[config.mk]
export PLATFORM = sky130hd
export DESIGN_NAME = file_mode_string_parser
export DESIGN_NICKNAME = d
export VERILOG_FILES = /design/src/hdl/fmsp_pkg.sv /design/src/hdl/fmsp_cfg_regs.sv /design/src/hdl/fmsp_parse_core.sv /design/src/hdl/file_mode_string_parser.sv
export SDC_FILE = /design/constraint.sdc
export NUM_CORES = 1
export LEC_CHECK = 0
export ABC_AREA = 1
export BUFFER_PORTS_ARGS = -buffer_cell sky130_fd_sc_hd__clkbuf_2
export CAP_MARGIN = 10
export CORE_UTILIZATION = 55
export DETAILED_ROUTE_END_ITERATION = 10
export PLACE_DENSITY_LB_ADDON = 0.08
export SYNTH_ARGS = -nofsm -noshare
export SYNTH_HDL_FRONTEND = slang
export SYNTH_SLANG_ARGS = --single-unit
[constraint.sdc]
create_clock -name clk_i -period 2.55 [get_ports clk_i]
set_input_delay 0.1275 -clock clk_i [delete_from_list [all_inputs] [get_ports clk_i]]
set_output_delay 0.1275 -clock clk_i [all_outputs]
set_load 0.05 [all_outputs]
[src/hdl/fmsp_pkg.sv]
// shared types, codes and helper functions of the file mode string parser
package fmsp_pkg;

  // configuration register indexes
  localparam int unsigned CfgIdxW = 3;
  localparam int unsigned CfgDataW = 12;
  localparam logic [CfgIdxW-1:0] REG_START_MODE   = 3'd0;
  localparam logic [CfgIdxW-1:0] REG_KEEP_MASK    = 3'd1;
  localparam logic [CfgIdxW-1:0] REG_MAX_NUMERIC  = 3'd2;
  localparam logic [CfgIdxW-1:0] REG_UMASK_BITS   = 3'd3;
  localparam logic [CfgIdxW-1:0] REG_STICKY_MASK  = 3'd4;
  localparam logic [CfgIdxW-1:0] REG_EXEC_POLICY  = 3'd5;
  localparam logic [CfgIdxW-1:0] REG_OPTION_FLAGS = 3'd6;

  // register reset values
  localparam logic [11:0] RST_START_MODE   = 12'o0000;
  localparam logic [11:0] RST_KEEP_MASK    = 12'o7777;
  localparam logic [11:0] RST_MAX_NUMERIC  = 12'o7777;
  localparam logic [8:0]  RST_UMASK_BITS   = 9'o022;
  localparam logic [11:0] RST_STICKY_MASK  = 12'o1000;
  localparam logic [1:0]  RST_EXEC_POLICY  = 2'd3;
  localparam logic [4:0]  RST_OPTION_FLAGS = 5'd0;

  // option flag bit positions
  localparam int unsigned FLAG_SETUID = 0;
  localparam int unsigned FLAG_SETGID = 1;
  localparam int unsigned FLAG_STICKY = 2;
  localparam int unsigned FLAG_DIR    = 3;
  localparam int unsigned FLAG_UMASK  = 4;

  // X policy codes
  localparam logic [1:0] XPOL_OFF    = 2'd0;
  localparam logic [1:0] XPOL_ALWAYS = 2'd1;
  localparam logic [1:0] XPOL_ANY    = 2'd2;
  localparam logic [1:0] XPOL_DIR    = 2'd3;

  // who classes
  localparam logic [2:0] WHO_U   = 3'b001;
  localparam logic [2:0] WHO_G   = 3'b010;
  localparam logic [2:0] WHO_O   = 3'b100;
  localparam logic [2:0] WHO_ALL = 3'b111;

  // clause operators
  localparam logic [1:0] OP_NONE = 2'd0;
  localparam logic [1:0] OP_ADD  = 2'd1;
  localparam logic [1:0] OP_SUB  = 2'd2;
  localparam logic [1:0] OP_SET  = 2'd3;

  // parse phases
  localparam logic [1:0] PHASE_WHO  = 2'd0;
  localparam logic [1:0] PHASE_PERM = 2'd2;

  // character codes
  localparam logic [7:0] CH_NUL   = 8'h00;
  localparam logic [7:0] CH_0     = 8'h30;
  localparam logic [7:0] CH_7     = 8'h37;
  localparam logic [7:0] CH_U     = 8'h75;
  localparam logic [7:0] CH_G     = 8'h67;
  localparam logic [7:0] CH_O     = 8'h6f;
  localparam logic [7:0] CH_A     = 8'h61;
  localparam logic [7:0] CH_PLUS  = 8'h2b;
  localparam logic [7:0] CH_MINUS = 8'h2d;
  localparam logic [7:0] CH_EQ    = 8'h3d;
  localparam logic [7:0] CH_COMMA = 8'h2c;
  localparam logic [7:0] CH_R     = 8'h72;
  localparam logic [7:0] CH_W     = 8'h77;
  localparam logic [7:0] CH_X     = 8'h78;
  localparam logic [7:0] CH_XCAP  = 8'h58;
  localparam logic [7:0] CH_S     = 8'h73;
  localparam logic [7:0] CH_T     = 8'h74;

  localparam logic [11:0] BIT_SETUID = 12'o4000;
  localparam logic [11:0] BIT_SETGID = 12'o2000;

  typedef struct packed {
    logic [11:0] start_mode;
    logic [11:0] keep_mask;
    logic [11:0] max_numeric;
    logic [8:0]  umask_bits;
    logic [11:0] sticky_mask;
    logic [1:0]  exec_policy;
    logic [4:0]  option_flags;
  } cfg_t;

  typedef struct packed {
    logic        accepted;
    logic [11:0] mode_value;
    logic        was_numeric;
  } result_t;

  typedef struct packed {
    logic        fail;
    logic [11:0] mode;
  } fin_t;

  // place a 3-bit rwx pattern into the named classes
  function automatic logic [8:0] spread(input logic [2:0] who, input logic [2:0] bits3);
    logic [8:0] r;
    r = '0;
    if (who[0]) r[8:6] = bits3;
    if (who[1]) r[5:3] = bits3;
    if (who[2]) r[2:0] = bits3;
    return r;
  endfunction

  // special bits the options allow for the given classes
  function automatic logic [11:0] special_for(input logic [2:0] who, input cfg_t cfg);
    logic [11:0] r;
    r = '0;
    if (cfg.option_flags[FLAG_SETUID] && who[0]) r = r | BIT_SETUID;
    if (cfg.option_flags[FLAG_SETGID] && who[1]) r = r | BIT_SETGID;
    if (cfg.option_flags[FLAG_STICKY] && who[2]) r = r | cfg.sticky_mask;
    return r;
  endfunction

  function automatic logic x_applies(input logic [11:0] wm, input cfg_t cfg);
    logic any_x;
    logic r;
    any_x = wm[6] | wm[3] | wm[0];
    case (cfg.exec_policy)
      XPOL_ALWAYS: r = 1'b1;
      XPOL_ANY:    r = any_x;
      XPOL_DIR:    r = cfg.option_flags[FLAG_DIR] | any_x;
      default:     r = 1'b0;
    endcase
    return r;
  endfunction

  // apply a finished clause to the working mode
  function automatic fin_t finish_clause(input logic [2:0] who, input logic who_given,
                                         input logic [1:0] op, input logic [8:0] rwx,
                                         input logic [11:0] special, input logic token_seen,
                                         input logic [11:0] wm, input cfg_t cfg);
    fin_t        r;
    logic [8:0]  affected;
    logic [8:0]  clr;
    logic [8:0]  applied;
    logic [11:0] spec;
    r.fail = 1'b0;
    r.mode = wm;
    if (!token_seen && op != OP_SET) begin
      r.fail = 1'b1;
    end else begin
      affected = spread(who, 3'b111);
      if (!who_given && cfg.option_flags[FLAG_UMASK]) affected = affected & ~cfg.umask_bits;
      clr = (op == OP_SET && !who_given) ? 9'o777 : affected;
      spec = special_for(who_given ? who : WHO_ALL, cfg);
      applied = rwx & affected;
      case (op)
        OP_ADD:  r.mode = wm | {3'b000, applied} | special;
        OP_SUB:  r.mode = wm & ~({3'b000, applied} | special);
        default: r.mode = (wm & ~({3'b000, clr} | spec)) | {3'b000, applied} | special;
      endcase
    end
    return r;
  endfunction

endpackage

[src/hdl/fmsp_cfg_regs.sv]
// configuration register file of the file mode string parser
module fmsp_cfg_regs (
  input  logic                          clk_i,
  input  logic                          rst_ni,
  input  logic                          we_i,
  input  logic [fmsp_pkg::CfgIdxW-1:0]  index_i,
  input  logic [fmsp_pkg::CfgDataW-1:0] wdata_i,
  output fmsp_pkg::cfg_t                cfg_o
);

  fmsp_pkg::cfg_t cfg_q, cfg_d;

  always_comb begin
    cfg_d = cfg_q;
    if (we_i) begin
      case (index_i)
        fmsp_pkg::REG_START_MODE:   cfg_d.start_mode   = wdata_i;
        fmsp_pkg::REG_KEEP_MASK:    cfg_d.keep_mask    = wdata_i;
        fmsp_pkg::REG_MAX_NUMERIC:  cfg_d.max_numeric  = wdata_i;
        fmsp_pkg::REG_UMASK_BITS:   cfg_d.umask_bits   = wdata_i[8:0];
        fmsp_pkg::REG_STICKY_MASK:  cfg_d.sticky_mask  = wdata_i;
        fmsp_pkg::REG_EXEC_POLICY:  cfg_d.exec_policy  = wdata_i[1:0];
        fmsp_pkg::REG_OPTION_FLAGS: cfg_d.option_flags = wdata_i[4:0];
        default: ;
      endcase
    end
  end

  always_ff @(posedge clk_i or negedge rst_ni) begin
    if (!rst_ni) begin
      cfg_q.start_mode   <= fmsp_pkg::RST_START_MODE;
      cfg_q.keep_mask    <= fmsp_pkg::RST_KEEP_MASK;
      cfg_q.max_numeric  <= fmsp_pkg::RST_MAX_NUMERIC;
      cfg_q.umask_bits   <= fmsp_pkg::RST_UMASK_BITS;
      cfg_q.sticky_mask  <= fmsp_pkg::RST_STICKY_MASK;
      cfg_q.exec_policy  <= fmsp_pkg::RST_EXEC_POLICY;
      cfg_q.option_flags <= fmsp_pkg::RST_OPTION_FLAGS;
    end else begin
      cfg_q <= cfg_d;
    end
  end

  assign cfg_o = cfg_q;

endmodule

[src/hdl/fmsp_parse_core.sv]
// per-string parse state and the one-byte step of the mode parser
module fmsp_parse_core (
  input  logic                clk_i,
  input  logic                rst_ni,
  input  logic                step_i,
  input  logic [7:0]          char_i,
  input  fmsp_pkg::cfg_t      cfg_i,
  output fmsp_pkg::result_t   result_o
);

  logic        seen_q, seen_d;
  logic        all_oct_q, all_oct_d;
  logic [11:0] oct_q, oct_d;
  logic        ovf_q, ovf_d;
  logic        failed_q, failed_d;
  logic [11:0] wm_q, wm_d;
  logic [1:0]  phase_q, phase_d;
  logic [2:0]  who_q, who_d;
  logic        given_q, given_d;
  logic [1:0]  op_q, op_d;
  logic [8:0]  rwx_q, rwx_d;
  logic [11:0] spec_q, spec_d;
  logic        tok_q, tok_d;

  logic [11:0]      wm_start;
  logic [11:0]      wm_cur;
  logic [14:0]      oct_sum;
  fmsp_pkg::fin_t   fin;

  assign wm_start = cfg_i.start_mode & cfg_i.keep_mask;
  assign wm_cur   = seen_q ? wm_q : wm_start;
  assign oct_sum  = {oct_q, 3'b000} + {12'd0, char_i[2:0]};
  assign fin      = fmsp_pkg::finish_clause(who_q, given_q, op_q, rwx_q, spec_q, tok_q,
                                            wm_cur, cfg_i);

  always_comb begin
    seen_d = seen_q;   all_oct_d = all_oct_q; oct_d = oct_q; ovf_d = ovf_q;
    failed_d = failed_q; wm_d = wm_q; phase_d = phase_q; who_d = who_q;
    given_d = given_q; op_d = op_q; rwx_d = rwx_q; spec_d = spec_q; tok_d = tok_q;
    result_o = '0;

    if (char_i != fmsp_pkg::CH_NUL) begin
      seen_d = 1'b1;
      wm_d   = wm_cur;
      // octal accumulator, saturating
      if (char_i inside {[fmsp_pkg::CH_0:fmsp_pkg::CH_7]}) begin
        if (!ovf_q) begin
          if (oct_sum[14:12] != 3'b000) begin
            ovf_d = 1'b1;
            oct_d = 12'o7777;
          end else begin
            oct_d = oct_sum[11:0];
          end
        end
      end else begin
        all_oct_d = 1'b0;
      end
      // symbolic clause parse
      if (!failed_q) begin
        if (phase_q == fmsp_pkg::PHASE_WHO) begin
          case (char_i)
            fmsp_pkg::CH_U: begin who_d = who_q | fmsp_pkg::WHO_U;   given_d = 1'b1; end
            fmsp_pkg::CH_G: begin who_d = who_q | fmsp_pkg::WHO_G;   given_d = 1'b1; end
            fmsp_pkg::CH_O: begin who_d = who_q | fmsp_pkg::WHO_O;   given_d = 1'b1; end
            fmsp_pkg::CH_A: begin who_d = fmsp_pkg::WHO_ALL;         given_d = 1'b1; end
            default: begin
              if (!given_q) who_d = fmsp_pkg::WHO_ALL;
              phase_d = fmsp_pkg::PHASE_PERM;
              case (char_i)
                fmsp_pkg::CH_PLUS:  op_d = fmsp_pkg::OP_ADD;
                fmsp_pkg::CH_MINUS: op_d = fmsp_pkg::OP_SUB;
                fmsp_pkg::CH_EQ:    op_d = fmsp_pkg::OP_SET;
                default: begin
                  failed_d = 1'b1;
                  phase_d  = phase_q;
                end
              endcase
            end
          endcase
        end else if (char_i == fmsp_pkg::CH_COMMA) begin
          if (fin.fail) failed_d = 1'b1;
          else          wm_d = fin.mode;
          phase_d = fmsp_pkg::PHASE_WHO; who_d = '0; given_d = 1'b0; op_d = fmsp_pkg::OP_NONE;
          rwx_d = '0; spec_d = '0; tok_d = 1'b0;
        end else begin
          tok_d = 1'b1;
          case (char_i)
            fmsp_pkg::CH_R: rwx_d = rwx_q | fmsp_pkg::spread(who_q, 3'b100);
            fmsp_pkg::CH_W: rwx_d = rwx_q | fmsp_pkg::spread(who_q, 3'b010);
            fmsp_pkg::CH_X: rwx_d = rwx_q | fmsp_pkg::spread(who_q, 3'b001);
            fmsp_pkg::CH_XCAP: begin
              if (cfg_i.exec_policy == fmsp_pkg::XPOL_OFF) begin
                failed_d = 1'b1;
                tok_d    = tok_q;
              end else if (fmsp_pkg::x_applies(wm_cur, cfg_i)) begin
                rwx_d = rwx_q | fmsp_pkg::spread(who_q, 3'b001);
              end
            end
            fmsp_pkg::CH_S: begin
              if (cfg_i.option_flags[fmsp_pkg::FLAG_SETGID:fmsp_pkg::FLAG_SETUID] == 2'b00)
              begin
                failed_d = 1'b1;
                tok_d    = tok_q;
              end else begin
                spec_d = spec_q
                       | ((cfg_i.option_flags[fmsp_pkg::FLAG_SETUID] && who_q[0])
                          ? fmsp_pkg::BIT_SETUID : 12'd0)
                       | ((cfg_i.option_flags[fmsp_pkg::FLAG_SETGID] && who_q[1])
                          ? fmsp_pkg::BIT_SETGID : 12'd0);
              end
            end
            fmsp_pkg::CH_T: begin
              if (!cfg_i.option_flags[fmsp_pkg::FLAG_STICKY]) begin
                failed_d = 1'b1;
                tok_d    = tok_q;
              end else if (who_q[2]) begin
                spec_d = spec_q | cfg_i.sticky_mask;
              end
            end
            fmsp_pkg::CH_U: rwx_d = rwx_q | fmsp_pkg::spread(who_q, wm_cur[8:6]);
            fmsp_pkg::CH_G: rwx_d = rwx_q | fmsp_pkg::spread(who_q, wm_cur[5:3]);
            fmsp_pkg::CH_O: rwx_d = rwx_q | fmsp_pkg::spread(who_q, wm_cur[2:0]);
            default: begin
              failed_d = 1'b1;
              tok_d    = tok_q;
            end
          endcase
        end
      end
    end else begin
      // end of string: form the result, then restart string state
      if (seen_q) begin
        if (all_oct_q) begin
          result_o.was_numeric = 1'b1;
          if (!ovf_q && oct_q <= cfg_i.max_numeric) begin
            result_o.accepted   = 1'b1;
            result_o.mode_value = oct_q;
          end
        end else if (!failed_q && phase_q != fmsp_pkg::PHASE_WHO && !fin.fail) begin
          result_o.accepted   = 1'b1;
          result_o.mode_value = fin.mode & cfg_i.keep_mask;
        end
      end
      seen_d = 1'b0; all_oct_d = 1'b1; oct_d = '0; ovf_d = 1'b0; failed_d = 1'b0;
      wm_d = wm_start; phase_d = fmsp_pkg::PHASE_WHO; who_d = '0; given_d = 1'b0;
      op_d = fmsp_pkg::OP_NONE; rwx_d = '0; spec_d = '0; tok_d = 1'b0;
    end
  end

  always_ff @(posedge clk_i or negedge rst_ni) begin
    if (!rst_ni) begin
      seen_q <= 1'b0; all_oct_q <= 1'b1; oct_q <= '0; ovf_q <= 1'b0; failed_q <= 1'b0;
      wm_q <= fmsp_pkg::RST_START_MODE & fmsp_pkg::RST_KEEP_MASK;
      phase_q <= fmsp_pkg::PHASE_WHO; who_q <= '0; given_q <= 1'b0;
      op_q <= fmsp_pkg::OP_NONE; rwx_q <= '0; spec_q <= '0; tok_q <= 1'b0;
    end else if (step_i) begin
      seen_q <= seen_d; all_oct_q <= all_oct_d; oct_q <= oct_d; ovf_q <= ovf_d;
      failed_q <= failed_d; wm_q <= wm_d; phase_q <= phase_d; who_q <= who_d;
      given_q <= given_d; op_q <= op_d; rwx_q <= rwx_d; spec_q <= spec_d; tok_q <= tok_d;
    end
  end

endmodule

[src/hdl/file_mode_string_parser.sv]
// top level of the file mode string parser: input stage, parse core, result register
//
//  channel   direction  payload
//  s_axis    in         tdata[7:0] char_code (zero ends the string)
//  m_axis    out        tdata[0] accepted, tdata[12:1] mode_value; tuser[0] was_numeric
//  cfg       in         cfg_we_i, cfg_index_i, cfg_wdata_i[11:0], no read-back
//
//  one byte per cycle while no zero byte stalls; a taken byte sits in the input register
//  and is then folded into the string state by the parse core when it steps
//  a zero byte instead loads the core's result into the result register, which
//  offers it on m_axis until it is taken
//  non-zero bytes never wait on m_axis; only a zero byte stalls, and only while
//  the result register still holds an item not yet taken
//  reset clears the configuration to its defaults and the string state
module file_mode_string_parser (
  input  logic                          clk_i,
  input  logic                          rst_ni,
  // byte stream
  input  logic                          s_axis_tvalid,
  output logic                          s_axis_tready,
  input  logic [7:0]                    s_axis_tdata,   // [7:0] char_code
  // result stream
  output logic                          m_axis_tvalid,
  input  logic                          m_axis_tready,
  output logic [15:0]                   m_axis_tdata,   // [0] accepted, [12:1] mode_value
  output logic                          m_axis_tuser,   // [0] was_numeric
  // configuration writes
  input  logic                          cfg_we_i,
  input  logic [fmsp_pkg::CfgIdxW-1:0]  cfg_index_i,
  input  logic [fmsp_pkg::CfgDataW-1:0] cfg_wdata_i
);

  fmsp_pkg::cfg_t    cfg;
  fmsp_pkg::result_t core_result;

  // input register
  logic       in_valid_q, in_valid_d;
  logic [7:0] in_byte_q;
  logic       in_take;
  logic       in_step;

  // result register
  logic              out_valid_q, out_valid_d;
  fmsp_pkg::result_t out_q;
  logic              out_load;

  // the held byte moves on unless it is a zero byte facing a full result register that m_axis is not taking
  assign in_step  = in_valid_q && (in_byte_q != fmsp_pkg::CH_NUL || !out_valid_q ||
                                   m_axis_tready);
  assign out_load = in_step && in_byte_q == fmsp_pkg::CH_NUL;

  assign s_axis_tready = !in_valid_q || in_step;
  assign in_take       = s_axis_tvalid && s_axis_tready;
  assign in_valid_d    = in_take ? 1'b1 : (in_step ? 1'b0 : in_valid_q);
  assign out_valid_d   = out_load ? 1'b1 : (m_axis_tready ? 1'b0 : out_valid_q);

  always_ff @(posedge clk_i or negedge rst_ni) begin
    if (!rst_ni) begin
      in_valid_q  <= 1'b0;
      out_valid_q <= 1'b0;
    end else begin
      in_valid_q  <= in_valid_d;
      out_valid_q <= out_valid_d;
    end
  end

  // payload registers, no reset
  always_ff @(posedge clk_i) begin
    if (in_take)  in_byte_q <= s_axis_tdata;
    if (out_load) out_q     <= core_result;
  end

  fmsp_cfg_regs u_cfg (
    .clk_i   (clk_i),
    .rst_ni  (rst_ni),
    .we_i    (cfg_we_i),
    .index_i (cfg_index_i),
    .wdata_i (cfg_wdata_i),
    .cfg_o   (cfg)
  );

  fmsp_parse_core u_core (
    .clk_i    (clk_i),
    .rst_ni   (rst_ni),
    .step_i   (in_step),
    .char_i   (in_byte_q),
    .cfg_i    (cfg),
    .result_o (core_result)
  );

  assign m_axis_tvalid = out_valid_q;
  assign m_axis_tdata  = {3'b000, out_q.mode_value, out_q.accepted};
  assign m_axis_tuser  = out_q.was_numeric;

  // a zero byte leaving the input stage always lands in the result register
  a_end_gives_result: assert property (@(posedge clk_i) disable iff (!rst_ni)
    (in_step && in_byte_q == fmsp_pkg::CH_NUL) |=> m_axis_tvalid)
    else $error("end of string gave no result");

  // other bytes never make a result
  a_no_spurious_result: assert property (@(posedge clk_i) disable iff (!rst_ni)
    (in_step && in_byte_q != fmsp_pkg::CH_NUL && !m_axis_tvalid) |=> !m_axis_tvalid)
    else $error("result without end of string");

  // the input side only stalls behind a blocked result
  a_stall_reason: assert property (@(posedge clk_i) disable iff (!rst_ni)
    !s_axis_tready |-> (in_valid_q && in_byte_q == fmsp_pkg::CH_NUL &&
                        m_axis_tvalid && !m_axis_tready))
    else $error("input stalled without cause");

  // a rejected string carries a zero mode
  a_reject_zero: assert property (@(posedge clk_i) disable iff (!rst_ni)
    (m_axis_tvalid && !m_axis_tdata[0]) |-> (m_axis_tdata[12:1] == 12'd0))
    else $error("rejected result with non-zero mode");

endmodule

Word level (Yosys, flattened, before mapping)
Cells that the tools add are included.

operators by class
  bitwise gates (word level) = 30
  reduce and logical (&&, ||, !) cells = 58
  order comparisons = 3
  equality and inequality tests = 48
  $add $sub $neg = 1
  mux-type cells = 236

operators by type and width
  kind                count
  $mux 3              134
  $mux 12             23
  $mux 9              9
  $eq 8x7->1 const B  10
  $or 12x12->12       6
  $or 9x9->9          7
  $pmux 9 s7          1
  $and 12x12->12      4
  $pmux 12 s2         2
  $mux 1              44
  $mux 13             3
  $eq 8x6->1 const B  4
  $mux 2              13
  $reduce_and 5->1    5
  $not 12->12         2
  $or 12x9->12        2
  $or 9x12->12        2
  $mux 11             2
  $and 9x9->9         2
  $ne 3x3->1 const B  6
  $reduce_and 2->1    9
  $add 15x3->15       1
  $logic_and 1x1->1   15
  $reduce_and 7->1    2
  39 further kinds    68

word-level totals
  bits in registers = 146
  word-level logic and storage cells = 404
  input bits = 28
  output and inout port bits = 19

Longest topological paths before layout
Gate-level depths: netlist (run 1).

  word-level depth = 27
  mapped depth = 12
  mapped depth without buffers = 12

By module
From an unflattened synthesis (run 1), not the netlist that was laid out.

second synthesis, totals
  cells, all modules = 1155
  area total of the unflattened synthesis = 8464.4 sq um

modules (own cells, without submodules)
  module                   times used  cells each  sequential area each (sq um)  area each (sq um)
  fmsp_parse_core          1           814         1427.6                        4988.5
  fmsp_cfg_regs            1           294         1637.8                        2651.3
  file_mode_string_parser  1           47          710.7                         824.5

Worst setup path before layout (run 1)
No wires, ideal clock.

  path kind = reg-to-reg
  start = reg out_valid_q (netlist: m_axis_tvalid)
  end = reg in_byte_q[0], enable pin
  cell stages (with the launch flop) = 6
  setup time = 0.273 ns
  required time = 2.277 ns
  clock period less this slack = 1.978 ns
  slack = 0.572 ns
  arrival = 1.705 ns
  buffers on the path = 0
  cells stage by stage = dfrtp_1 > nand2_1 > inv_1 > nand3_1 > nand2_1 > inv_1

on the way
  longest elaborated chain between the ends = 6

ends and longest elaborated chain
  item                           RTL line                       text
  start: declaration             file_mode_string_parser.sv:43  logic out_valid_q, out_valid_d;
  start signal: assignment       file_mode_string_parser.sv:63  out_valid_q <= out_valid_d;
  $logic_not 1->1                file_mode_string_parser.sv:48  assign in_step = in_valid_q && (in_byte_q != fmsp_pkg::CH_NUL || !out_valid_q ||
  $logic_or 1x1->1 (2 in a row)  file_mode_string_parser.sv:48
  $logic_and 1x1->1              file_mode_string_parser.sv:48
  $logic_or 1x1->1               file_mode_string_parser.sv:52  assign s_axis_tready = !in_valid_q || in_step;
  via s_axis_tready              file_mode_string_parser.sv:20  output logic s_axis_tready,
  $logic_and 1x1->1              file_mode_string_parser.sv:53  assign in_take = s_axis_tvalid && s_axis_tready;
  via in_take                    file_mode_string_parser.sv:39  logic in_take;
  end signal: assignment         file_mode_string_parser.sv:69  if (in_take) in_byte_q <= s_axis_tdata;
  end: declaration               file_mode_string_parser.sv:38  logic [7:0] in_byte_q;

The timed path passes the listed nets, and every way through them passes these cells.
A chain may end at the register's enable or synchronous reset.

Final worst setup path (run 1)
  start = reg u_cfg.cfg_q, in the netlist u_cfg.cfg_o[37]
  end = reg out_q, in the netlist m_axis_tdata[3], data pin

on the way
  longest elaborated chain between the ends = 4

ends and longest elaborated chain
  item                      RTL line                       text
  start: declaration        fmsp_cfg_regs.sv:11            fmsp_pkg::cfg_t cfg_q, cfg_d;
  start signal: assignment  fmsp_cfg_regs.sv:39            cfg_q <= cfg_d;
  $le 12x12->1              fmsp_parse_core.sv:135         if (!ovf_q && oct_q <= cfg_i.max_numeric) begin
  $logic_and 1x1->1         fmsp_parse_core.sv:135
  $mux 13                   fmsp_parse_core.sv:135
  $mux 13                   fmsp_parse_core.sv:133         if (all_oct_q) begin
  end signal: assignment    file_mode_string_parser.sv:70  if (out_load) out_q <= core_result;
  end: declaration          file_mode_string_parser.sv:44  fmsp_pkg::result_t out_q;

Every way passes these cells.

==> impl_metrics.json, run 1 <==
{
  "synth_area_leaders": "dfrtp_1 (29%), nand2_1 (15%), dfstp_2 (9.7%), edfxtp_1 (8.1%), o21ai_0 (6.2%)",
  "postCtsSetupBuffers": 0,
  "wl_per_cell_um": 17.3,
  "skew_ns": 0.00927,
  "syn_avg_cell_area_sq_um": 7.46,
  "switching_power_uw": 2460,
  "seq_power_share_pct": 43.2,
  "die-area_sq_um": 15300,
  "critPathKind": "register to register",
  "grt_max_degree": 60,
  "status": "completed",
  "initial_utilization_pct": 56.2,
  "setup_viol": 0,
  "route.vias.total": 7489,
  "row_count": 44,
  "grt_pass1_wl_mm": 36.2,
  "hold_viol": 0,
  "antenna_found_initial": 0,
  "fin_cells": 1345,
  "place_hpwl_mm": 17.1,
  "power_frac_clock_pct": 33.8,
  "yosys_warnings": 0,
  "port_buffers": 43,
  "synthCells": 1094,
  "utilization_pct": 63.6,
  "syn-cell-area_sq_um": 8160,
  "ios": 47,
  "clock_path_buffers": 2,
  "placed_area_sq_um": 8560,
  "ys_ff_latch": 145,
  "drcViolationCount": 0,
  "drt_iter0_markers": 724,
  "async_reset_ff_share_pct": 84.8,
  "cts.clk_slew.worst_paths_ns": 0.06,
  "grt_pass1_vias": 6696,
  "critPathCaptureType": "register",
  "first_pass_iters": 5,
  "slew_headroom_pct": 50.1,
  "tns_ns": 0,
  "synth_top_area_cell": "dfrtp_1",
  "p_comb_share_pct": 23.0,
  "via_per_inst": 5.57,
  "root_buffer": "clkbuf_16",
  "clock-sinks": 145,
  "h-tree-depth": 4,
  "timing.fmax_mhz": 430,
  "fp.dieH_um": 124,
  "post-route-period-util_pct": 91.3,
  "hold_class": "input port to register",
  "area_growth_pct": 13.3,
  "synth_top_area_share_pct": 28.5,
  "maxCapViolations": 0,
  "nFillCells": 1380,
  "grt_use_total_pct": 32.2,
  "crit_required_ns": 2.69,
  "clock_latency_ns": 0.43,
  "slew_violations": 0,
  "arrival_ns": 2.47,
  "synth_most_common_cell": "nand2_1",
  "ir_drop_uv": 722,
  "synthFlopType": "dfrtp_1",
  "rsz0062_at_grt": "no",
  "wl_mm": 23.2,
  "worstSetupStartpointType": "register",
  "critPathMaxFanout": 13,
  "fin_crit_ns": 2.33,
  "dp_cells": 1303,
  "multi_input_area_sq_um": 3720,
  "yosysSeqAreaShare_pct": 46.3,
  "cts_tree": "yes",
  "drive_gt1_share_pct": 13.6,
  "final_cell_area_sq_um": 9250,
  "power_density_nw_per_um2": 784,
  "power.leakage_uw": 0.00450,
  "num_antenna_cells": 0,
  "yosysUniqueCellTypes": 40,
  "core_area_sq_um": 14500,
  "routabilityCongestion": 0.966,
  "die_w_um": 124,
  "final_antenna_net_count": 0,
  "worstMarginPinSlew_ns": 0.740,
  "synth_edf_count": 22,
  "synth_common_cells": "nand2_1 (321), inv_1 (131), nor2_1 (104)",
  "p_int_uw": 4790,
  "p_sw_share_pct": 33.9,
  "numCtsBuffers": 17,
  "grt_overflow": 0,
  "nNetsFinal": 1188,
  "seq_area_sq_um": 3780
}
## worst paths after layout
check,from,end,slack (ns),cells past startpoint
worst max-delay path,u_cfg.cfg_o[37],m_axis_tdata[3],0.22,9
max in group asynchronous,rst_ni,u_cfg.cfg_o[46],1.40,3
worst min register to register,u_core.spec_q[2],u_core.spec_q[2],0.48,2
min in group asynchronous,rst_ni,u_core.rwx_q[0],0.31,2
worst min-delay path,cfg_wdata_i[11],u_cfg.cfg_o[51],0.01,3
worst max register to register,u_cfg.cfg_o[37],m_axis_tdata[3],0.22,9
## sequential cells by signal, summed over array words and instances, names as in the netlist, 2 cells and up
register / cells
in_byte_q: 8
m_axis_tdata: 13
u_cfg.cfg_o: 64
u_core.oct_q: 12
u_core.op_q: 2
u_core.rwx_q: 9
u_core.spec_q: 12
u_core.who_q: 3
u_core.wm_q: 12
## cell usage in the layout, fill, tap and decap left out, types with 2 or more instances in the layout
| cell | Yosys | routed |
|---|---|---|
| inv_6 | 0 | 2 |
| a21oi_1 | 55 | 55 |
| nor2_4 | 10 | 10 |
| nand3_1 | 77 | 77 |
| dfstp_2 | 30 | 30 |
| buf_4 | 4 | 10 |
| conb_1 | 1 | 3 |
| nand2_1 | 321 | 321 |
| nor2_1 | 104 | 104 |
| nor2_2 | 8 | 8 |
| inv_1 | 131 | 131 |
| o21ai_1 | 12 | 12 |
| inv_4 | 1 | 2 |
| nand4_1 | 7 | 7 |
| clkbuf_2 | 0 | 42 |
| dfrtp_1 | 93 | 93 |
| o21bai_1 | 7 | 7 |
| inv_2 | 7 | 7 |
| ha_1 | 12 | 12 |
| nand2_2 | 9 | 9 |
| o211ai_1 | 5 | 5 |
| clkbuf_16 | 0 | 20 |
| o21ai_0 | 101 | 101 |
| dlygate4sd3_1 | 0 | 10 |
| edfxtp_1 | 22 | 22 |
| nand3_2 | 2 | 2 |
| clkbuf_8 | 0 | 2 |
| nand3b_1 | 5 | 5 |
| nand2_4 | 5 | 5 |
| clkbuf_1 | 18 | 5 |
| o22ai_1 | 15 | 15 |
| nor3_1 | 13 | 13 |
## cells by family (layout without fill, tap and decap cells)
kind of cell	after synthesis	after routing	share of synthesized area [%]
AND/OR/NAND/NOR	565	565	30.3
AO/OA/AOI/OAI	201	201	13.3
buffers and inverters	170	235	8.23
flip-flops	145	145	46.3
adder cells (fa/ha/maj)	12	12	1.84
other	1	3	0.0459
## per-layer routing
metal | track usage, % | vias to the layer above | routed length (um)
met5 | 0 | - | 0
met3 | 6.00 | 37 | 1790
met1 | 46.5 | 3490 | 10700
met2 | 48.5 | 328 | 10300
met4 | 10.8 | 0 | 532
li1 | - | 3634 | -
## worst max-delay path, cell delays in order, from the launching register on
cell,delay (ns)
dfstp_2,0.54
inv_1,0.04
ha_1,0.30
nand4_1,0.12
nor3_1,0.26
nand2_1,0.10
nand3_1,0.08
nand2_1,0.32
nand3_1,0.20
a21oi_1,0.09
## metrics by stage
stage / worst slack [ns] / power [uW] / hold WS [ns]
2_1_floorplan: 0.572 / 4200 / -0.168
3_3_place_gp: 0.415 / 4730 / 0.233
3_5_place_dp: 0.323 / 4760 / 0.241
4_1_cts: 0.278 / 7230 / 0.0143
5_1_grt: 0.122 / 7620 / 0.0109
6_report: 0.223 / 7250 / 0.0115
## repair_timing
action | CTS | global route
hold buffers | 10 | 0
hold endpoints to repair | 45 | 0
gates resized for setup | 0 | 0
## power by group through the flow
| stage | sequential [uW] | clock, uW | combinational [uW] |
|---|---|---|---|
| finish | 3130 | 2450 | 1670 |
| global route | 3160 | 2570 | 1890 |
| CTS | 3110 | 2470 | 1650 |
| detailed placement | 3140 | 0 | 1620 |
| global placement | 3130 | 0 | 1600 |
| floorplan | 2960 | 0 | 1240 |
## cell type report
type | instances | share of cell area (%)
Clock inverter | 5 | 0.406
Clock buffer | 27 | 5.91
Inverter | 140 | 5.71
Timing Repair Buffer | 63 | 4.38
Sequential cell | 145 | 40.8
Multi-Input combinational cell | 781 | 40.3
Tap cell | 184 | 2.49
Note: power is estimated with default switching activity, not from simulation.
==> run 2, diff against run 1 <==
- CTS_CLUSTER_DIAMETER: default -> 150
- clock period: 2.55 -> 2.5 ns (I/O delays scaled with it)
==> run 2 against run 1 <==
Net effect: die area is the same; critical endpoint is now m_axis_tdata[12]; power increased by 4.8%; critical path depth did not move; wire length up 0.74%; fmax grew 5.1%; flip-flop and latch count unchanged; combinational power up 2%; setup slack improved by 0.063 ns; cell count grew 0.52%; utilization grew 0.65 points; register-to-register slack better by 0.06 ns; clock power is 10% higher.
==> impl_metrics.json, run 2 (synthesis gave the netlist of run 1 again) <==
{
  "core_area_sq_um": 14500,
  "status": "completed",
  "worstMarginPinSlew_ns": 0.711,
  "final_antenna_net_count": 0,
  "slew_headroom_pct": 52.5,
  "critPathKind": "register to register",
  "power_density_nw_per_um2": 813,
  "tns_ns": 0,
  "drt_iter0_markers": 762,
  "nFillCells": 1341,
  "ios": 47,
  "wl_mm": 23.4,
  "grt_max_degree": 50,
  "rsz0062_at_grt": "no",
  "path_delay_family": "simple AND/OR/NAND/NOR gates",
  "power.leakage_uw": 0.00456,
  "r2r_setup_slack_ns": 0.29,
  "clock-sinks": 145,
  "largest_reg_flops": 64,
  "setup_ws_ns": 0.286,
  "utilization_pct": 64.3,
  "clock_path_buffers": 2,
  "worstSetupStartpointType": "register",
  "layout_common_cells": "nand2_1 (321), inv_1 (131), nor2_1 (104), o21ai_0 (101), dfrtp_1 (93)",
  "critPathMaxFanout": 13,
  "arrival_ns": 2.37,
  "die-area_sq_um": 15300,
  "final_common_cell": "nand2_1",
  "cts_tree": "yes",
  "place_ws_ns": 0.310,
  "crit_required_ns": 2.65,
  "critPathCaptureType": "register",
  "skew_ns": 0.00839,
  "root_buffer": "clkbuf_16",
  "grt_pass1_vias": 6716,
  "route.vias.total": 7492,
  "clock_latency_ns": 0.43,
  "drcViolationCount": 0,
  "fp.dieH_um": 124,
  "cts.clk_slew.worst_paths_ns": 0.06,
  "num_antenna_cells": 0,
  "maxCapViolations": 0,
  "min_from": "cfg_wdata_i[11]",
  "ir_drop_uv": 547,
  "initial_utilization_pct": 56.2,
  "drive_gt1_share_pct": 14.5,
  "timing.fmax_mhz": 452,
  "routabilityCongestion": 0.946,
  "crit_start": "u_cfg.cfg_o[39]",
  "path_cells": "inv_1 -> ha_1 -> nand4_1 -> nor3_1 -> nand2_1 -> nand3_1 -> nand2_1 -> nand3_1 -> a21oi_1",
  "first_pass_iters": 6,
  "row_count": 44,
  "h-tree-depth": 4,
  "port_buffers": 43,
  "hold_class": "input port to register",
  "crit_buf_inv": 1,
  "hold_viol": 0,
  "cts_resized": 0,
  "timing.rr.start": "u_cfg.cfg_o[39]",
  "post-route-period-util_pct": 88.6,
  "critPathSlowestCell": "dfstp_2",
  "die_w_um": 124,
  "seq_area_sq_um": 3780,
  "area_growth_pct": 14.4,
  "nNetsFinal": 1195,
  "place_hpwl_mm": 17.1,
  "slew_violations": 0,
  "grt_pass1_wl_mm": 36.2,
  "multi_input_area_sq_um": 3720,
  "wl_per_cell_um": 17.3,
  "grt_overflow": 0,
  "grt_use_total_pct": 32.3,
  "cp_slowest_stage_delay_ns": 0.53,
  "numCtsBuffers": 17,
  "via_per_inst": 5.54,
  "fin_crit_ns": 2.21,
  "antenna_found_initial": 0,
  "setup_viol": 0
}
run 2: final timing paths:
kind	depth (start not counted)	end
setup / recovery	9	m_axis_tdata[12]
hold / removal	3	u_cfg.cfg_o[39]
setup reg to reg	9	m_axis_tdata[12]
hold reg to reg	2	u_core.spec_q[4]
max in group asynchronous	3	u_cfg.cfg_o[31]
min in group asynchronous	2	u_core.who_q[2]
run 2: cell type report:
| class | instances | area share [%] |
|---|---|---|
| repair buffers | 70 | 4.90 |
| clock buffers | 23 | 5.45 |
| multi-input cells | 781 | 39.9 |
| well taps | 184 | 2.46 |
| flip-flops and latches | 145 | 40.4 |
| inverters | 140 | 5.65 |
| clock inverters | 9 | 1.25 |
run 2: worst min-delay path: cells and delay by family:
kind                   cells  cell delay [ns]
AOI/OAI and AO/OA          1             0.11
buffers and inverters      2             0.21
run 2: power by group:
part / switching (uW) / internal [uW] / leakage (uW) / total (uW)
sequential: 373 / 2810 / 0.00166 / 3180
clock: 1050 / 1650 / 0.000308 / 2700
combinational: 1130 / 578 / 0.00259 / 1710
total: 2560 / 5040 / 0.00456 / 7600
run 2: what timing repair did:
action | 4_1_cts | 5_1_grt
setup endpoints to repair | 0 | 0
setup buffers | 0 | 0
hold endpoints to repair | 40 | 0
hold buffers | 10 | 0
run 2: routing by layer:
layer  track usage [%]  vias to the layer above  part of all wire (%)
li1                  -                     3650                     -
met3              5.27                       39                   7.0
met2              49.3                      326                    45
met4              9.56                        0                   2.2
met5                 0                        -                     0
met1              47.1                     3477                    46
run 2: per-stage QoR:
step | area [sq um] | total power (uW) | cells | hold slack (ns)
after floorplan | 8170 | 4280 | 1096 | -0.171
after global placement | 8620 | 4840 | 1310 | 0.151
after detailed placement | 8620 | 4870 | 1310 | 0.152
after CTS | 9340 | 7580 | 1352 | 0.0200
after global routing | 9340 | 7980 | 1352 | 0.0236
final | 9340 | 7600 | 1352 | 0.0245
==> run 3, diff against run 2 <==
- CORE_MARGIN: default -> 3
- SYNTH_HIERARCHICAL: default -> 1
==> run 3 against run 2 <==
Net effect: first-iteration DRC count grew 19%; non-clock buffer count grew 17; die area rose by 10%; worst hold slack got worse by 0.015 ns; sequential power down 3%; critical path depth rose by 1; combinational power fell by 16%; sequential share of layout area down 1.4 points; fmax decreased by 4.5%; area after synthesis rose by 3.7%.
==> impl_metrics.json, run 3 <==
{
  "multi_input_area_sq_um": 4020,
  "grt_max_degree": 46,
  "port_buffers": 43,
  "wl_mm": 24.7,
  "final_common_cell": "nand2_1",
  "routabilityCongestion": 0.947,
  "ir_drop_uv": 514,
  "area_growth_pct": 14.4,
  "synthCells": 1155,
  "synth-compound-area-share_pct": 10.5,
  "status": "completed",
  "nFillCells": 1343,
  "tns_ns": 0,
  "ctsHoldBuffers": 19,
  "skew_ns": 0.0145,
  "critPathMaxFanout": 14,
  "largest_reg_flops": 64,
  "cts.clk_slew.worst_paths_ns": 0.07,
  "synthFlopType": "dfrtp_1",
  "die_w_um": 130,
  "clock-sinks": 145,
  "synth_edf_count": 22,
  "synth_area_leaders": "dfrtp_1 (27%), nand2_1 (17%), dfstp_2 (9.3%), edfxtp_1 (7.8%), nand3_1 (7.7%)",
  "ios": 47,
  "post-route-period-util_pct": 92.7,
  "drt_iter0_markers": 909,
  "via_per_inst": 5.62,
  "core_area_sq_um": 14800,
  "cts_tree": "yes",
  "slew_violations": 0,
  "clock_latency_ns": 0.43,
  "synthSimpleGateAreaFrac_pct": 34.9,
  "drive_gt1_share_pct": 15.3,
  "synth_xor_area_share_pct": 0.103,
  "synth_common_cells": "nand2_1 (383), nand3_1 (130), inv_1 (106)",
  "seq_area_sq_um": 3780,
  "final_antenna_net_count": 0,
  "clock_path_buffers": 2,
  "initial_utilization_pct": 57.2,
  "grt_overflow": 0,
  "num_antenna_cells": 0,
  "root_buffer": "clkbuf_16",
  "postCtsSetupBuffers": 0,
  "crit_required_ns": 2.67,
  "critPathKind": "register to register",
  "drcViolationCount": 0,
  "yosys_warnings": 6,
  "numCtsBuffers": 17,
  "synth_top_family_by_area": "simple AND/OR/NAND/NOR gates",
  "setup_ws_ns": 0.182,
  "async_reset_ff_share_pct": 84.8,
  "cts_resized": 0,
  "synth_most_common_cell": "nand2_1",
  "route.vias.total": 8004,
  "yosysSeqAreaShare_pct": 44.6,
  "grt_pass1_vias": 7115,
  "wl_per_cell_um": 17.4,
  "syn-cell-area_sq_um": 8460,
  "hold_class": "input port to register",
  "worstSetupStartpointType": "register",
  "maxCapViolations": 0,
  "row_count": 44,
  "rsz0062_at_grt": "no",
  "arrival_ns": 2.49,
  "fp.dieH_um": 130,
  "power_density_nw_per_um2": 732,
  "critPathCaptureType": "register",
  "synth_top_area_share_pct": 27.5,
  "worstMarginPinSlew_ns": 0.639,
  "ys_ff_latch": 145,
  "die-area_sq_um": 16900,
  "h-tree-depth": 4,
  "fin_crit_ns": 2.32,
  "grt_pass1_wl_mm": 39.2,
  "layout_common_cells": "nand2_1 (383), nand3_1 (130), inv_1 (106), nor2_1 (99), dfrtp_1 (93)",
  "timing.fmax_mhz": 431,
  "syn_avg_cell_area_sq_um": 7.33,
  "grt_use_total_pct": 30.4,
  "setup_viol": 0,
  "slew_headroom_pct": 57.4,
  "synth.area.mux_share_pct": 0,
  "place_ws_ns": 0.280,
  "antenna_found_initial": 0,
  "hold_viol": 0,
  "synthAdderAreaFrac_pct": 1.77,
  "nNetsFinal": 1266,
  "power.leakage_uw": 0.00478,
  "yosysUniqueCellTypes": 40,
  "synth_top_area_cell": "dfrtp_1",
  "place_hpwl_mm": 18.2,
  "first_pass_iters": 7
}
-- run 3: power by group --
| group | internal, uW | leakage [uW] | switching (uW) |
|---|---|---|---|
| combinational | 480 | 0.00288 | 955 |
| clock | 1430 | 0.000295 | 1140 |
| sequential | 2780 | 0.00161 | 313 |
-- run 3: per-layer routing --
metal  share of wire, %  GRT usage, %  wire length, um
met5                  0             0                0
met4                2.4          8.74              595
met3                 10          7.61             2590
met2                 41          41.8            10100
met1                 46          47.3            11400
-- run 3: final timing paths --
kind | cells after the start | slack [ns] | endpoint | start
min in group asynchronous | 2 | 0.25 | u_core/who_q[1] | rst_ni
setup / recovery | 10 | 0.18 | m_axis_tdata[2] | u_core/given_q
hold / removal | 3 | 0.009 | u_cfg/cfg_o[34] | cfg_wdata_i[6]
setup reg to reg | 10 | 0.18 | m_axis_tdata[2] | u_core/given_q
hold reg to reg | 2 | 0.46 | u_cfg/cfg_o[37] | u_cfg/cfg_o[37]
max in group asynchronous | 3 | 1.46 | u_cfg/cfg_o[23] | rst_ni
-- run 3: worst max-delay path, stage by stage, from the launching register on --
cell     delay, ns
dfrtp_1       0.43
inv_1         0.34
nand2_1       0.14
o21ai_0       0.38
inv_1         0.08
nand2_1       0.09
nand2_1       0.07
a21oi_1       0.12
nand2_1       0.09
a22oi_1       0.25
nor2_1        0.08
-- run 3: final cells by class --
class | instances | share of cell area [%]
multi-input combinational | 853 | 41.5
sequential | 145 | 39.0
clock buffer | 17 | 4.39
clock inverter | 15 | 1.74
tap | 184 | 2.38
timing repair buffer | 87 | 6.28
inverter | 122 | 4.73
-- run 3: cell families after synthesis --
kind of cell | after synthesis
other | 1
adder cells (fa/ha/maj) | 12
AO/OA/AOI/OAI | 162
buffers and inverters | 159
flip-flops | 145
AND/OR/NAND/NOR | 675
XOR/XNOR | 1
-- run 3: stage by stage --
stage               area (sq um)  utilization [%]  instances  power, uW  hold WS (ns)
floorplan                   8470                -       1157       3940        -0.171
global placement            8900             60.1       1372       4470         0.171
detailed placement          8900             60.1       1372       4480         0.177
CTS                         9680             65.4       1423       7070       0.00363
global route                9680             65.4       1423       7430        0.0232
finish                      9680             65.4       1423       7090       0.00903
